==> src/sv/mpq_pkg.sv <==
// Package for the multilevel priority queue: sizes, request and status codes,
// controller states and the command/status bundles between controller and datapath.
// No dependencies.
`timescale 1ns / 1ps
`default_nettype none

package mpq_pkg;

    localparam int MAX_LEVELS   = 8;
    localparam int CAPACITY     = 64;
    localparam int PAYLOAD_BITS = 16;

    localparam int REQ_W    = 2;
    localparam int PRI_W    = 8;
    localparam int RUN_W    = 8;
    localparam int CFG_W    = 4;
    localparam int STATUS_W = 3;
    localparam int TOTAL_W  = 7;

    typedef enum logic [REQ_W-1:0] {
        REQ_ADD    = 2'd0,
        REQ_NEXT   = 2'd1,
        REQ_ERASE  = 2'd2,
        REQ_IGNORE = 2'd3
    } req_t;

    typedef enum logic [STATUS_W-1:0] {
        STS_OK      = 3'd0,
        STS_NOINIT  = 3'd1,
        STS_BADPRI  = 3'd2,
        STS_NONE    = 3'd3,
        STS_ZEROPOS = 3'd4,
        STS_FULL    = 3'd5
    } status_t;

    typedef enum logic [3:0] {
        S_IDLE,
        S_DECIDE,
        S_SUM,
        S_INS_CHK,
        S_INS_RD,
        S_INS_WR,
        S_INS_PUT,
        S_RM_RD,
        S_RM_TAKE,
        S_RM_CHK,
        S_RM_NRD,
        S_RM_WR,
        S_FINISH
    } state_t;

    typedef enum logic [1:0] {
        RD_CUR,
        RD_PREV,
        RD_NEXT
    } rd_sel_t;

    typedef struct packed {
        logic    capture;
        logic    latch_code;
        logic    acc_init;
        logic    acc_step;
        logic    idx_load_total;
        logic    idx_load_rm;
        logic    idx_dec;
        logic    idx_inc;
        logic    mem_rd;
        rd_sel_t rd_sel;
        logic    wr_shift;
        logic    wr_new;
        logic    take;
        logic    add_commit;
        logic    rm_commit;
        logic    finish;
    } dp_cmd_t;

    typedef struct packed {
        logic proceed;
        logic is_add;
        logic lvl_last;
        logic at_pos;
        logic rm_end;
    } dp_sts_t;

endpackage

`default_nettype wire

==> src/sv/mpq_ctrl.sv <==
// Controller FSM of the multilevel priority queue: sequences decode, level sum,
// store shifting and result delivery. Depends on mpq_pkg.
`timescale 1ns / 1ps
`default_nettype none

module mpq_ctrl (
    input  wire logic              clk,
    input  wire logic              rst_n,
    input  wire logic              start,
    input  wire mpq_pkg::dp_sts_t  sts,
    output logic                   busy,
    output mpq_pkg::dp_cmd_t       cmd
);

    mpq_pkg::state_t state_reg, state_next;

    always_ff @(posedge clk or negedge rst_n)
    begin
        if (!rst_n)
        begin
            state_reg <= mpq_pkg::S_IDLE;
        end
        else
        begin
            state_reg <= state_next;
        end
    end

    always_comb
    begin
        state_next = state_reg;
        unique case (state_reg)
            mpq_pkg::S_IDLE:
            begin
                if (start)
                begin
                    state_next = mpq_pkg::S_DECIDE;
                end
            end
            mpq_pkg::S_DECIDE:
            begin
                priority if (!sts.proceed)
                begin
                    state_next = mpq_pkg::S_FINISH;
                end
                else if (sts.is_add)
                begin
                    state_next = mpq_pkg::S_SUM;
                end
                else
                begin
                    state_next = mpq_pkg::S_RM_RD;
                end
            end
            mpq_pkg::S_SUM:
            begin
                if (sts.lvl_last)
                begin
                    state_next = mpq_pkg::S_INS_CHK;
                end
            end
            mpq_pkg::S_INS_CHK:
            begin
                state_next = sts.at_pos ? mpq_pkg::S_INS_PUT : mpq_pkg::S_INS_RD;
            end
            mpq_pkg::S_INS_RD:  state_next = mpq_pkg::S_INS_WR;
            mpq_pkg::S_INS_WR:  state_next = mpq_pkg::S_INS_CHK;
            mpq_pkg::S_INS_PUT: state_next = mpq_pkg::S_FINISH;
            mpq_pkg::S_RM_RD:   state_next = mpq_pkg::S_RM_TAKE;
            mpq_pkg::S_RM_TAKE: state_next = mpq_pkg::S_RM_CHK;
            mpq_pkg::S_RM_CHK:
            begin
                state_next = sts.rm_end ? mpq_pkg::S_FINISH : mpq_pkg::S_RM_NRD;
            end
            mpq_pkg::S_RM_NRD:  state_next = mpq_pkg::S_RM_WR;
            mpq_pkg::S_RM_WR:   state_next = mpq_pkg::S_RM_CHK;
            mpq_pkg::S_FINISH:  state_next = mpq_pkg::S_IDLE;
        endcase
    end

    always_comb
    begin
        cmd        = '0;
        cmd.rd_sel = mpq_pkg::RD_CUR;
        busy       = (state_reg != mpq_pkg::S_IDLE);
        unique case (state_reg)
            mpq_pkg::S_IDLE:
            begin
                cmd.capture = start;
            end
            mpq_pkg::S_DECIDE:
            begin
                cmd.latch_code  = 1'b1;
                cmd.acc_init    = sts.proceed && sts.is_add;
                cmd.idx_load_rm = sts.proceed && !sts.is_add;
            end
            mpq_pkg::S_SUM:
            begin
                cmd.acc_step       = 1'b1;
                cmd.idx_load_total = sts.lvl_last;
            end
            mpq_pkg::S_INS_CHK:
            begin
            end
            mpq_pkg::S_INS_RD:
            begin
                cmd.mem_rd = 1'b1;
                cmd.rd_sel = mpq_pkg::RD_PREV;
            end
            mpq_pkg::S_INS_WR:
            begin
                cmd.wr_shift = 1'b1;
                cmd.idx_dec  = 1'b1;
            end
            mpq_pkg::S_INS_PUT:
            begin
                cmd.wr_new     = 1'b1;
                cmd.add_commit = 1'b1;
            end
            mpq_pkg::S_RM_RD:
            begin
                cmd.mem_rd = 1'b1;
            end
            mpq_pkg::S_RM_TAKE:
            begin
                cmd.take = 1'b1;
            end
            mpq_pkg::S_RM_CHK:
            begin
                cmd.rm_commit = sts.rm_end;
            end
            mpq_pkg::S_RM_NRD:
            begin
                cmd.mem_rd = 1'b1;
                cmd.rd_sel = mpq_pkg::RD_NEXT;
            end
            mpq_pkg::S_RM_WR:
            begin
                cmd.wr_shift = 1'b1;
                cmd.idx_inc  = 1'b1;
            end
            mpq_pkg::S_FINISH:
            begin
                cmd.finish = 1'b1;
            end
        endcase
    end

    a_accept_decides: assert property (@(posedge clk) disable iff (!rst_n)
        (start && !busy) |=> (state_reg == mpq_pkg::S_DECIDE))
        else $error("accepted request did not enter decode");

endmodule

`default_nettype wire

==> src/sv/mpq_datapath.sv <==
// Datapath of the multilevel priority queue: request registers, level counts,
// ordered entry store (one read, one write port) and result registers. Depends on mpq_pkg.
`timescale 1ns / 1ps
`default_nettype none

module mpq_datapath #(
    parameter int MAX_LEVELS = mpq_pkg::MAX_LEVELS,
    parameter int CAPACITY   = mpq_pkg::CAPACITY
) (
    input  wire logic                              clk,
    input  wire logic                              rst_n,
    input  wire mpq_pkg::dp_cmd_t                  cmd,
    output mpq_pkg::dp_sts_t                       sts,
    input  wire logic [mpq_pkg::REQ_W-1:0]         req_type,
    input  wire logic [mpq_pkg::PRI_W-1:0]         priority_req,
    input  wire logic [mpq_pkg::PAYLOAD_BITS-1:0]  payload,
    input  wire logic [mpq_pkg::RUN_W-1:0]         running_number,
    input  wire logic                              cfg_we,
    input  wire logic [mpq_pkg::CFG_W-1:0]         cfg_data,
    output logic                                   done,
    output logic [mpq_pkg::STATUS_W-1:0]           status,
    output logic [mpq_pkg::PAYLOAD_BITS-1:0]       payload_out,
    output logic [mpq_pkg::TOTAL_W-1:0]            entry_total
);

    localparam int LW  = (MAX_LEVELS > 1) ? $clog2(MAX_LEVELS) : 1;
    localparam int LVW = $clog2(MAX_LEVELS + 1);
    localparam int CW  = $clog2(CAPACITY + 1);
    localparam int AW  = $clog2(CAPACITY);
    localparam int PW  = mpq_pkg::PAYLOAD_BITS;
    localparam int MW  = LW + PW;
    localparam int TW  = mpq_pkg::TOTAL_W;

    mpq_pkg::req_t            req_reg;
    logic [mpq_pkg::PRI_W-1:0] pri_reg;
    logic [PW-1:0]             pay_reg;
    logic [mpq_pkg::RUN_W-1:0] run_reg;

    logic [LVW-1:0] levels_reg, levels_next;
    logic [CW-1:0]  total_reg, total_next;
    logic [CW-1:0]  cnt_reg [MAX_LEVELS];
    logic [CW-1:0]  cnt_next [MAX_LEVELS];
    logic [CW-1:0]  acc_reg, acc_next;
    logic [CW-1:0]  idx_reg, idx_next;
    logic [LW-1:0]  lidx_reg, lidx_next;
    mpq_pkg::status_t code_reg, code_next, code_now;
    logic [PW-1:0]  taken_reg, taken_next;

    logic               done_reg;
    mpq_pkg::status_t   status_reg;
    logic [PW-1:0]      pay_out_reg, pay_out_next;
    logic [TW-1:0]      tot_out_reg;

    logic [MW-1:0] mem [CAPACITY];
    logic [MW-1:0] rd_data_reg;
    logic          mem_we;
    logic [AW-1:0] mem_wa, mem_ra;
    logic [MW-1:0] mem_wd;

    logic          cfg_load;
    logic [31:0]   cfg32, sat32, pri_m1, lev_m1, run_m1, ra32;
    logic [LW-1:0] pri_lvl, rd_lvl;
    logic [CW+TW-1:0] tot_ext;

    // request capture
    always_ff @(posedge clk)
    begin
        if (cmd.capture)
        begin
            req_reg <= mpq_pkg::req_t'(req_type);
            pri_reg <= priority_req;
            pay_reg <= payload;
            run_reg <= running_number;
        end
    end

    assign pri_m1  = 32'(pri_reg) - 32'd1;
    assign lev_m1  = 32'(levels_reg) - 32'd1;
    assign run_m1  = 32'(run_reg) - 32'd1;
    assign pri_lvl = pri_m1[LW-1:0];
    assign rd_lvl  = rd_data_reg[MW-1:PW];

    assign cfg_load = cfg_we && (cfg_data != '0);
    assign cfg32    = 32'(cfg_data);
    assign sat32    = (cfg32 > 32'(MAX_LEVELS)) ? 32'(MAX_LEVELS) : cfg32;

    always_comb
    begin
        code_now = mpq_pkg::STS_OK;
        priority if (req_reg == mpq_pkg::REQ_IGNORE)
        begin
            code_now = mpq_pkg::STS_OK;
        end
        else if (levels_reg == '0)
        begin
            code_now = mpq_pkg::STS_NOINIT;
        end
        else
        begin
            unique case (req_reg)
                mpq_pkg::REQ_ADD:
                begin
                    priority if (pri_reg == '0 || 32'(pri_reg) > 32'(levels_reg))
                    begin
                        code_now = mpq_pkg::STS_BADPRI;
                    end
                    else if (32'(total_reg) >= 32'(CAPACITY))
                    begin
                        code_now = mpq_pkg::STS_FULL;
                    end
                    else
                    begin
                        code_now = mpq_pkg::STS_OK;
                    end
                end
                mpq_pkg::REQ_NEXT:
                begin
                    if (total_reg == '0)
                    begin
                        code_now = mpq_pkg::STS_NONE;
                    end
                end
                mpq_pkg::REQ_ERASE:
                begin
                    priority if (run_reg == '0)
                    begin
                        code_now = mpq_pkg::STS_ZEROPOS;
                    end
                    else if (32'(run_reg) > 32'(total_reg))
                    begin
                        code_now = mpq_pkg::STS_NONE;
                    end
                    else
                    begin
                        code_now = mpq_pkg::STS_OK;
                    end
                end
                mpq_pkg::REQ_IGNORE:
                begin
                    code_now = mpq_pkg::STS_OK;
                end
            endcase
        end
    end

    always_comb
    begin
        sts.proceed  = (code_now == mpq_pkg::STS_OK) && (req_reg != mpq_pkg::REQ_IGNORE);
        sts.is_add   = (req_reg == mpq_pkg::REQ_ADD);
        sts.lvl_last = (lidx_reg == pri_lvl);
        sts.at_pos   = (idx_reg == acc_reg);
        sts.rm_end   = (32'(idx_reg) + 32'd1) >= 32'(total_reg);
    end

    // store port control
    always_comb
    begin
        unique case (cmd.rd_sel)
            mpq_pkg::RD_CUR:  ra32 = 32'(idx_reg);
            mpq_pkg::RD_PREV: ra32 = 32'(idx_reg) - 32'd1;
            mpq_pkg::RD_NEXT: ra32 = 32'(idx_reg) + 32'd1;
            default:          ra32 = 32'(idx_reg);
        endcase
    end

    assign mem_ra = ra32[AW-1:0];
    assign mem_wa = idx_reg[AW-1:0];
    assign mem_we = cmd.wr_shift || cmd.wr_new;
    assign mem_wd = cmd.wr_new ? {pri_lvl, pay_reg} : rd_data_reg;

    always_ff @(posedge clk)
    begin
        if (mem_we)
        begin
            mem[mem_wa] <= mem_wd;
        end
        if (cmd.mem_rd)
        begin
            rd_data_reg <= mem[mem_ra];
        end
    end

    // level counts: each counter updates in place
    always_comb
    begin
        for (int l = 0; l < MAX_LEVELS; l++)
        begin
            cnt_next[l] = cnt_reg[l];
            priority if (cfg_load)
            begin
                cnt_next[l] = '0;
            end
            else if (cmd.add_commit && (LW'(l) == pri_lvl))
            begin
                cnt_next[l] = cnt_reg[l] + 1'b1;
            end
            else if (cmd.take && (LW'(l) == rd_lvl) && (cnt_reg[l] != '0))
            begin
                cnt_next[l] = cnt_reg[l] - 1'b1;
            end
            else
            begin
                cnt_next[l] = cnt_reg[l];
            end
        end
    end

    always_comb
    begin
        levels_next = cfg_load ? sat32[LVW-1:0] : levels_reg;

        total_next = total_reg;
        priority if (cfg_load)
        begin
            total_next = '0;
        end
        else if (cmd.add_commit)
        begin
            total_next = total_reg + 1'b1;
        end
        else if (cmd.rm_commit)
        begin
            total_next = total_reg - 1'b1;
        end
        else
        begin
            total_next = total_reg;
        end

        acc_next  = acc_reg;
        lidx_next = lidx_reg;
        if (cmd.acc_init)
        begin
            acc_next  = '0;
            lidx_next = lev_m1[LW-1:0];
        end
        else if (cmd.acc_step)
        begin
            acc_next  = acc_reg + cnt_reg[lidx_reg];
            lidx_next = lidx_reg - 1'b1;
        end

        idx_next = idx_reg;
        priority if (cmd.idx_load_total)
        begin
            idx_next = total_reg;
        end
        else if (cmd.idx_load_rm)
        begin
            idx_next = (req_reg == mpq_pkg::REQ_NEXT) ? '0 : run_m1[CW-1:0];
        end
        else if (cmd.idx_dec)
        begin
            idx_next = idx_reg - 1'b1;
        end
        else if (cmd.idx_inc)
        begin
            idx_next = idx_reg + 1'b1;
        end
        else
        begin
            idx_next = idx_reg;
        end

        code_next  = cmd.latch_code ? code_now : code_reg;
        taken_next = cmd.take ? rd_data_reg[PW-1:0] : taken_reg;
    end

    always_ff @(posedge clk or negedge rst_n)
    begin
        if (!rst_n)
        begin
            levels_reg <= '0;
            total_reg  <= '0;
            for (int l = 0; l < MAX_LEVELS; l++)
            begin
                cnt_reg[l] <= '0;
            end
            done_reg   <= 1'b0;
        end
        else
        begin
            levels_reg <= levels_next;
            total_reg  <= total_next;
            for (int l = 0; l < MAX_LEVELS; l++)
            begin
                cnt_reg[l] <= cnt_next[l];
            end
            done_reg   <= cmd.finish;
        end
    end

    always_ff @(posedge clk)
    begin
        acc_reg   <= acc_next;
        lidx_reg  <= lidx_next;
        idx_reg   <= idx_next;
        code_reg  <= code_next;
        taken_reg <= taken_next;
    end

    // result registers
    assign tot_ext = {{TW{1'b0}}, total_reg};

    always_comb
    begin
        pay_out_next = '0;
        if (code_reg == mpq_pkg::STS_OK &&
            (req_reg == mpq_pkg::REQ_NEXT || req_reg == mpq_pkg::REQ_ERASE))
        begin
            pay_out_next = taken_reg;
        end
    end

    always_ff @(posedge clk)
    begin
        if (cmd.finish)
        begin
            status_reg  <= code_reg;
            pay_out_reg <= pay_out_next;
            tot_out_reg <= tot_ext[TW-1:0];
        end
    end

    assign done        = done_reg;
    assign status      = status_reg;
    assign payload_out = pay_out_reg;
    assign entry_total = tot_out_reg;

    a_done_single: assert property (@(posedge clk) disable iff (!rst_n)
        done_reg |=> !done_reg)
        else $error("result strobe held for more than one cycle");

    a_add_count: assert property (@(posedge clk) disable iff (!rst_n)
        cmd.add_commit |=> (total_reg == $past(total_reg) + 1'b1))
        else $error("add did not increment entry count");

    a_store_bound: assert property (@(posedge clk) disable iff (!rst_n)
        mem_we |-> (32'(idx_reg) < 32'(CAPACITY)))
        else $error("store write beyond capacity");

endmodule

`default_nettype wire

==> src/sv/multilevel_priority_queue.sv <==
// Multilevel priority queue, FIFO per level; depends on mpq_pkg, mpq_ctrl, mpq_datapath.
// Request steps to done: add decodes, sums the level counts, shifts entries and puts the new one;
// next/erase decode, read, take and shift entries; an error or ignored request goes decode, finish.
// Each entry moved takes a check, a read and a write; one request at a
// time, the next one accepted at the end of the done cycle.
// Reset empties the queue and clears levels (not initialized); results cannot be stalled.
`timescale 1ns / 1ps
`default_nettype none

module multilevel_priority_queue #(
    parameter int MAX_LEVELS = mpq_pkg::MAX_LEVELS,
    parameter int CAPACITY   = mpq_pkg::CAPACITY
) (
    input  wire logic                              clk,
    input  wire logic                              rst_n,
    input  wire logic                              start,
    output logic                                   busy,
    input  wire logic [mpq_pkg::REQ_W-1:0]         req_type,
    input  wire logic [mpq_pkg::PRI_W-1:0]         priority_req,
    input  wire logic [mpq_pkg::PAYLOAD_BITS-1:0]  payload,
    input  wire logic [mpq_pkg::RUN_W-1:0]         running_number,
    input  wire logic                              cfg_valid,
    output logic                                   cfg_ready,
    input  wire logic [mpq_pkg::CFG_W-1:0]         cfg_data,
    output logic                                   done,
    output logic [mpq_pkg::STATUS_W-1:0]           status,
    output logic [mpq_pkg::PAYLOAD_BITS-1:0]       payload_out,
    output logic [mpq_pkg::TOTAL_W-1:0]            entry_total
);

    mpq_pkg::dp_cmd_t cmd;
    mpq_pkg::dp_sts_t sts;
    logic             busy_int;

    assign busy      = busy_int;
    assign cfg_ready = !busy_int;

    mpq_ctrl u_ctrl (
        .clk   (clk),
        .rst_n (rst_n),
        .start (start),
        .sts   (sts),
        .busy  (busy_int),
        .cmd   (cmd)
    );

    mpq_datapath #(
        .MAX_LEVELS (MAX_LEVELS),
        .CAPACITY   (CAPACITY)
    ) u_datapath (
        .clk            (clk),
        .rst_n          (rst_n),
        .cmd            (cmd),
        .sts            (sts),
        .req_type       (req_type),
        .priority_req   (priority_req),
        .payload        (payload),
        .running_number (running_number),
        .cfg_we         (cfg_valid && !busy_int),
        .cfg_data       (cfg_data),
        .done           (done),
        .status         (status),
        .payload_out    (payload_out),
        .entry_total    (entry_total)
    );

endmodule

`default_nettype wire
==> config.mk <==
export PLATFORM = sky130hd
export DESIGN_NAME = multilevel_priority_queue
export DESIGN_NICKNAME = d
export VERILOG_FILES = /design/src/sv/mpq_pkg.sv /design/src/sv/mpq_ctrl.sv /design/src/sv/mpq_datapath.sv /design/src/sv/multilevel_priority_queue.sv
export SDC_FILE = /design/constraint.sdc
export NUM_CORES = 2
export LEC_CHECK = 0
export BUFFER_PORTS_ARGS = -buffer_cell sky130_fd_sc_hd__buf_2
export CAP_MARGIN = 20
export CORE_MARGIN = 2
export CORE_UTILIZATION = 35
export DETAILED_ROUTE_END_ITERATION = 6
export GPL_TIMING_DRIVEN = 0
export PLACE_DENSITY = 0.47
export SETUP_SLACK_MARGIN = 0.05
export SYNTH_ARGS = -nofsm -noshare
export SYNTH_HDL_FRONTEND = slang
export SYNTH_SLANG_ARGS = --single-unit
==> constraint.sdc <==
create_clock -name clk -period 6.2 [get_ports clk]
set_input_delay 0 -clock clk [delete_from_list [all_inputs] [get_ports clk]]
set_output_delay 0 -clock clk [all_outputs]
set_load 0.005 [all_outputs]
* After elaboration in Yosys (flattened, before gate mapping)
Memories as Yosys holds them, arrays and structs flattened. A register that Yosys moved wholly into a read port is not among the register bits. Index checks and enable logic that the tools add are counted.
Word-level totals: flip-flop bits (word level) 168, bits in latches 0, bits in writable memories 1216, bits in read-only memories 0, bits of input ports 42, output and inout port bits 29, word-level logic and storage cells 235, memories 1
Memories:
- u_datapath.mem | words 64, bits a word 19, read ports 1, clocked after Yosys merged registers in 1, wr ports 1, RTL line mpq_datapath.sv:54 | logic [MW-1:0] mem [CAPACITY];
Operators by class: add/subtract/negate cells 27, $mul 0, divide/modulo/power cells 0, $lt $le $gt $ge 6, equality and inequality tests 36, shift-type cells 0, multiplexer cells 70, bitwise gates (word level) 1, reduce and logical (&&, ||, !) cells 70
Operators by type and width (count):
- $mux 7 | 34
- $sub 7x1->7 const B | 11
- $add 7x1->7 const B | 10
- $reduce_bool 7->1 | 8
- $pmux 4 s12 | 1
- $logic_and 1x1->1 | 30
- $mux 3 | 9
- $reduce_bool 3->1 | 9
- $eq 3x3->1 const A | 8
- $bmux 7 s3 | 1
- $eq 4x4->1 const B | 5
- $mux 19 | 1
- $eq 4x3->1 const B | 4
- $logic_not 8->1 | 2
- $mux 4 | 4
- $eq 2x3->1 const A | 4
- $logic_not 3->1 | 4
- $mux 1 | 12
- $pmux 6 s2 | 1
- $reduce_bool 4->1 | 3
- $mux 2 | 5
- $pmux 3 s3 | 1
- $sub 3x1->3 const B | 3
- $add 7x1->8 const B | 1
- 28 further kinds | 39

* Logic depth before layout (Yosys ltp)
word-level depth 12, mapped depth 17, mapped depth without buffers 15

* Modules after synthesis
From an unflattened synthesis, not the netlist that was laid out.
Second synthesis, totals: cells, all modules 3864, area, all modules 60808.3 sq um
Modules (own cells, without submodules):
- mpq_datapath | instances 1, cells an instance 3801, area each 60360.4 sq um
- mpq_ctrl | instances 1, cells an instance 61, area each 437.9 sq um
- multilevel_priority_queue | instances 1, cells an instance 2, area each 10.0 sq um

* Worst setup path after synthesis
OpenSTA, ideal clock, no wires.
path kind register -> register, from reg u_ctrl.state_reg[2], to mem u_datapath.mem[0][16] in the netlist's numbering, data pin, arrival time 3898 ps, data required time 5498 ps, setup slack 1600 ps, stages on the path, launching flop included 7, path buffers 2, cell sequence dfrtp_1 clkbuf_1 nand2b_1 nor2_1 inv_2 clkbuf_1 o21ai_0
On the way: cells in the longest elaborated chain, start to end 3
RTL lines:
- from (decl) | RTL line mpq_ctrl.sv:15 | mpq_pkg::state_t state_reg, state_next;
- from (signal assigned) | RTL line mpq_ctrl.sv:21 | state_reg <= mpq_pkg::S_IDLE;
- from (signal assigned) | RTL line mpq_ctrl.sv:25 | state_reg <= state_next;
- $eq 4x3->1 | RTL line mpq_ctrl.sv:86 | unique case (state_reg)
- $mux 1 | RTL line mpq_ctrl.sv:86
- $mux 19 | RTL line mpq_datapath.sv:169 | assign mem_wd = cmd.wr_new ? {pri_lvl, pay_reg} : rd_data_reg;
- net u_datapath.mem_wd[16] | RTL line mpq_datapath.sv:58 | logic [MW-1:0] mem_wd;
- to (decl) | RTL line mpq_datapath.sv:54
The timed path passes the listed nets, and every way through them passes these cells.

* Worst setup path after layout
from reg u_ctrl.state_reg[2], to reg u_datapath.rd_data_reg[16] (read register of u_datapath.mem), data pin
On the way: cells in the longest elaborated chain, start to end 4, elaborated cells on any way between the ends 9, those cells by class 5 x eq/ne; 3 x mux; 1 x reduce/logical
RTL lines:
- $eq 4x4->1 / $eq 4x3->1 (equally long branches) | RTL line mpq_ctrl.sv:86
- $pmux 2 s2 | RTL line mpq_ctrl.sv:86
- $eq 2x2->1 / $eq 2x1->1 (equally long branches) | RTL line mpq_datapath.sv:158 | unique case (cmd.rd_sel)
- $pmux 6 s2 | RTL line mpq_datapath.sv:158
- to (decl) | RTL line mpq_datapath.sv:55 | logic [MW-1:0] rd_data_reg;
Parallel ways exist; a longest one is shown, timed or not. A chain may end at the register's enable or synchronous reset.

==> results by group <==
Setup path
  • Critical Path Sink Type: flop
  • Crit path max-delay family: buffers and inverters
  • CP Depth: 16
  • Buffers & Inverters on Critical Path: 7
  • Endpoint arrival time on the critical path: 6.30 ns
  • Required time worst endpoint: 6.70 ns
  • Maximum fanout along the worst path: 10
  • Cell depth of the worst flop-to-flop path: 16
  • Ordered list of cells on the worst path: clkbuf_1, nor2b_1, nand2_1, inv_1, ha_1, buf_2, clkinv_1, o21ai_1, buf_4, clkbuf_1, buf_1, mux4_2, nand2_1, nand3_1, nand4_1, nor2_1
  • Crit Path Category: reg -> reg
  • Launching element type of the critical path: flop
  • Cell with the largest stage delay on the worst path: clkbuf_1
  • Delay of the slowest critical-path stage: 0.81 ns

STA
  • Portion of the clock cycle consumed by the worst path in the final layout: 93.5%
  • Worst hold slack: 0.134 ns
  • Worst rel slew slack: 21.5%
  • Maximum operating frequency: 173 MHz
  • Total setup violations reported at the end of the flow: 0
  • Final period demand of the worst path: 5.80 ns
  • Slew at the pin closest to its max-slew limit: 1.17 ns
  • Unrepaired setup endpoints after global routing: false
  • Clk_skew: 0.0280 ns
  • Final-report hold violation count: 0
  • Number of pins exceeding their max-slew limit in the final report: 0

Layout
  • Number of flip-flops in the largest register: 1216
  • Area growth from synthesis to layout: 18.0%
  • Fillers: 14775
  • Post-route core utilization: 41.4%
  • Final layout net count: 3849
  • Layout cell share with drive strength beyond 1: 22.7%
  • Combined area of the multi-input logic cells: 15400 µm²
  • Register Area: 41700 µm²

Clocking
  • Clk slew on worst S/H paths: 0.06 ns
  • H-tree lvl count: 4
  • Clock buffers created by TritonCTS: 155
  • Clk root buf: clkbuf_16
  • Clock tree from TritonCTS: done
  • Post-CTS repair timing setup buffer count: 0
  • Maximum clock path buffer count: 3
  • Clock latency on the worst-skew pair: 0.79 ns
  • Number of sinks handled by clock tree synthesis: 1403

GRT
  • Initial antenna violation count: 6
  • Remaining global-route overflow: 0
  • Largest net degree at the start of global routing: 65
  • Global-route wire length before repair: 236 mm
  • All-Layer GR Usage: 19.6%
  • Via count of the first global-routing pass: 31661

Yosys
  • Post-synthesis async set-or-reset flop share: 5.13%
  • Flip-flop and latch count after synthesis: 1403
  • Post-synthesis sequential area ratio: 72.3%
  • Ys Warns: 0
  • Synth Cell Area: 57700 µm²
  • Predominant post-synthesis flop cell: edfxtp_1
  • Syn_nets: 3451
  • Post-synthesis instance total: 3309
  • Avg Cell Area, Syn: 17.4 µm²
  • Number of enable flip-flop cells after synthesis: 1324
  • Distinct cell type count of the synthesized netlist: 63

Detailed routing
  • Total length of routed wires: 165 mm
  • Drt via density: 5.24
  • Wirelength per Cell: 27.4 µm
  • DR pass1 iterations: 6
  • DRC violations left: 0
  • Iteration-0 DRC Markers: 3128
  • Antenna violation net count after detailed routing: 0
  • Total vias in the final route: 31539

Pwr
  • Power per unit of standard cell area: 486 nW/µm²
  • Combinational Power Share: 35.2%
  • Clk network pwr share: 25.8%
  • P_sw: 11.9 mW
  • Leakage: 22.7 nW
  • Part of the total power dissipated in sequential elements: 39.0%
  • Internal power: 21.2 mW
  • Worst VDD drop: 359 µV
  • Fraction of power spent switching nets: 35.9%

Die
  • Initial core utilization: 35.1%
  • Width of the chip: 410 µm
  • Core region area: 164000 µm²
  • Area of the die: 168000 µm²
  • Die height: 410 µm
  • Placement row count: 149
  • I/O pin count: 71

Worst hold path
  • Cell depth of the worst hold path: 4
  • Classification of the worst-slack hold path: in -> reg

Place
  • RePlAce Congestion: 0.829
  • IO Port Bufs: 70
  • Half-perimeter wire length of the detailed placement result: 112 mm

Run status
  • Run status: finished clean

Flow run
  • Reported max-cap violation count: 0
[tightest hold or removal path, delay by kind of cell]
kind / cells / cell delay, ns
buffers and inverters: 2 / 0.66
AOI/OAI and AO/OA: 1 / 0.09
and+or+nand+nor: 1 / 0.13
[cell type report]
cell class | instances | area share [%]
diodes | 5 | 0.0184
flip-flops and latches | 1403 | 61.2
plain buffers | 149 | 0.999
clock inverters | 92 | 0.865
well taps | 2189 | 4.02
multi-input cells | 1680 | 22.6
inverters | 76 | 0.419
repair buffers | 242 | 3.93
clock buffers | 188 | 5.95
[power groups by stage]
stage	Sequential, mW	Combinational (mW)	Clock (mW)
finish	12.9	11.7	8.56
detailed placement	13.1	11.8	0
CTS	12.9	11.8	8.76
floorplan	12.9	6.94	0
global route	13.0	12.6	9.12
global placement	13.4	11.2	0
[cell usage after synthesis, types with 25 or more instances]
cell type,instances,area (µm²)
clkbuf_1,69,259
mux2i_1,25,250
a21o_1,37,278
xor2_1,27,236
nand3_1,203,1020
nand4_1,44,275
buf_2,66,330
mux4_2,318,7160
xnor2_1,50,438
a21oi_1,59,295
nor2_1,149,559
nand2_1,431,1620
edfxtp_1,1324,39800
dfrtp_1,72,1800
inv_1,74,278
ha_1,89,1110
o21ai_0,69,345
[path summary, 6_finish.rpt]
| check | slack [ns] | from | to |
|---|---|---|---|
| setup / recovery | 0.40 | u_ctrl.state_reg[2] | u_datapath.rd_data_reg[16] |
| hold / removal | 0.13 | cfg_data[0] | u_datapath.levels_reg[0] |
| setup reg to reg | 0.40 | u_ctrl.state_reg[2] | u_datapath.rd_data_reg[16] |
| hold reg to reg | 0.44 | u_datapath.rd_data_reg[13] | u_datapath.taken_reg[13] |
| max in group asynchronous | 5.68 | rst_n | u_datapath.total_reg[1] |
| min in group asynchronous | 0.26 | rst_n | u_datapath.cnt_reg[53] |
[cell families after synthesis]
group           count (synthesis)  share of synthesized area (%)
xor+xnor                       77                           1.17
flops                        1403                           72.3
simple gates                  951                           7.45
buf+inv                       226                           1.68
fa+ha+maj                     100                           2.31
mux                           347                           12.9
compound gates                205                           2.22
[repair_timing]
item,in CTS,in global routing
hold buffers,80,0
resized for setup,1,0
setup endpoints to repair,8,4
endpoints found under the hold margin,137,0
[routing by layer]
layer / track usage (%) / routed length, µm / vias to the layer above
li1: - / - / 13796
met1: 27.7 / 74200 / 16670
met2: 31.3 / 78000 / 874
met3: 3.60 / 8950 / 199
met4: 4.95 / 3640 / 0
met5: 0 / 0 / -
[cell usage in the layout (no fill, tap or decap), drive strengths merged, types with 7 or more instances in the layout]
master       count
nand2          431
nor2           149
o21ai           71
inv             86
nor4            15
nand3          203
nor2b           17
or4              7
clkinv          77
or3             10
a21o            37
nand4           44
edfxtp        1324
mux2i           25
a21oi           59
fa              11
ha              89
dfxtp            7
buf            244
and3             7
nor3            18
xor2            27
mux4           318
xnor2           50
nand2b          19
dlygate4sd3     79
and2            17
dfrtp           72
clkbuf         256
[stage by stage]
stage | instances | worst slack (ns) | setup TNS (ns) | instance area, µm² | total power [mW]
3_5_place_dp | 5657 | -0.0864 | -0.284 | 62600 | 24.9
3_3_place_gp | 5568 | -3.60 | -411.79 | 60800 | 24.7
6_report | 6024 | 0.403 | 0 | 68100 | 33.1
2_1_floorplan | 3309 | 1.60 | 0 | 57700 | 19.9
4_1_cts | 6017 | 0.192 | 0 | 68100 | 33.5
5_1_grt | 6019 | 0.190 | 0 | 68100 | 34.7
(Power assumes the default switching activity.)
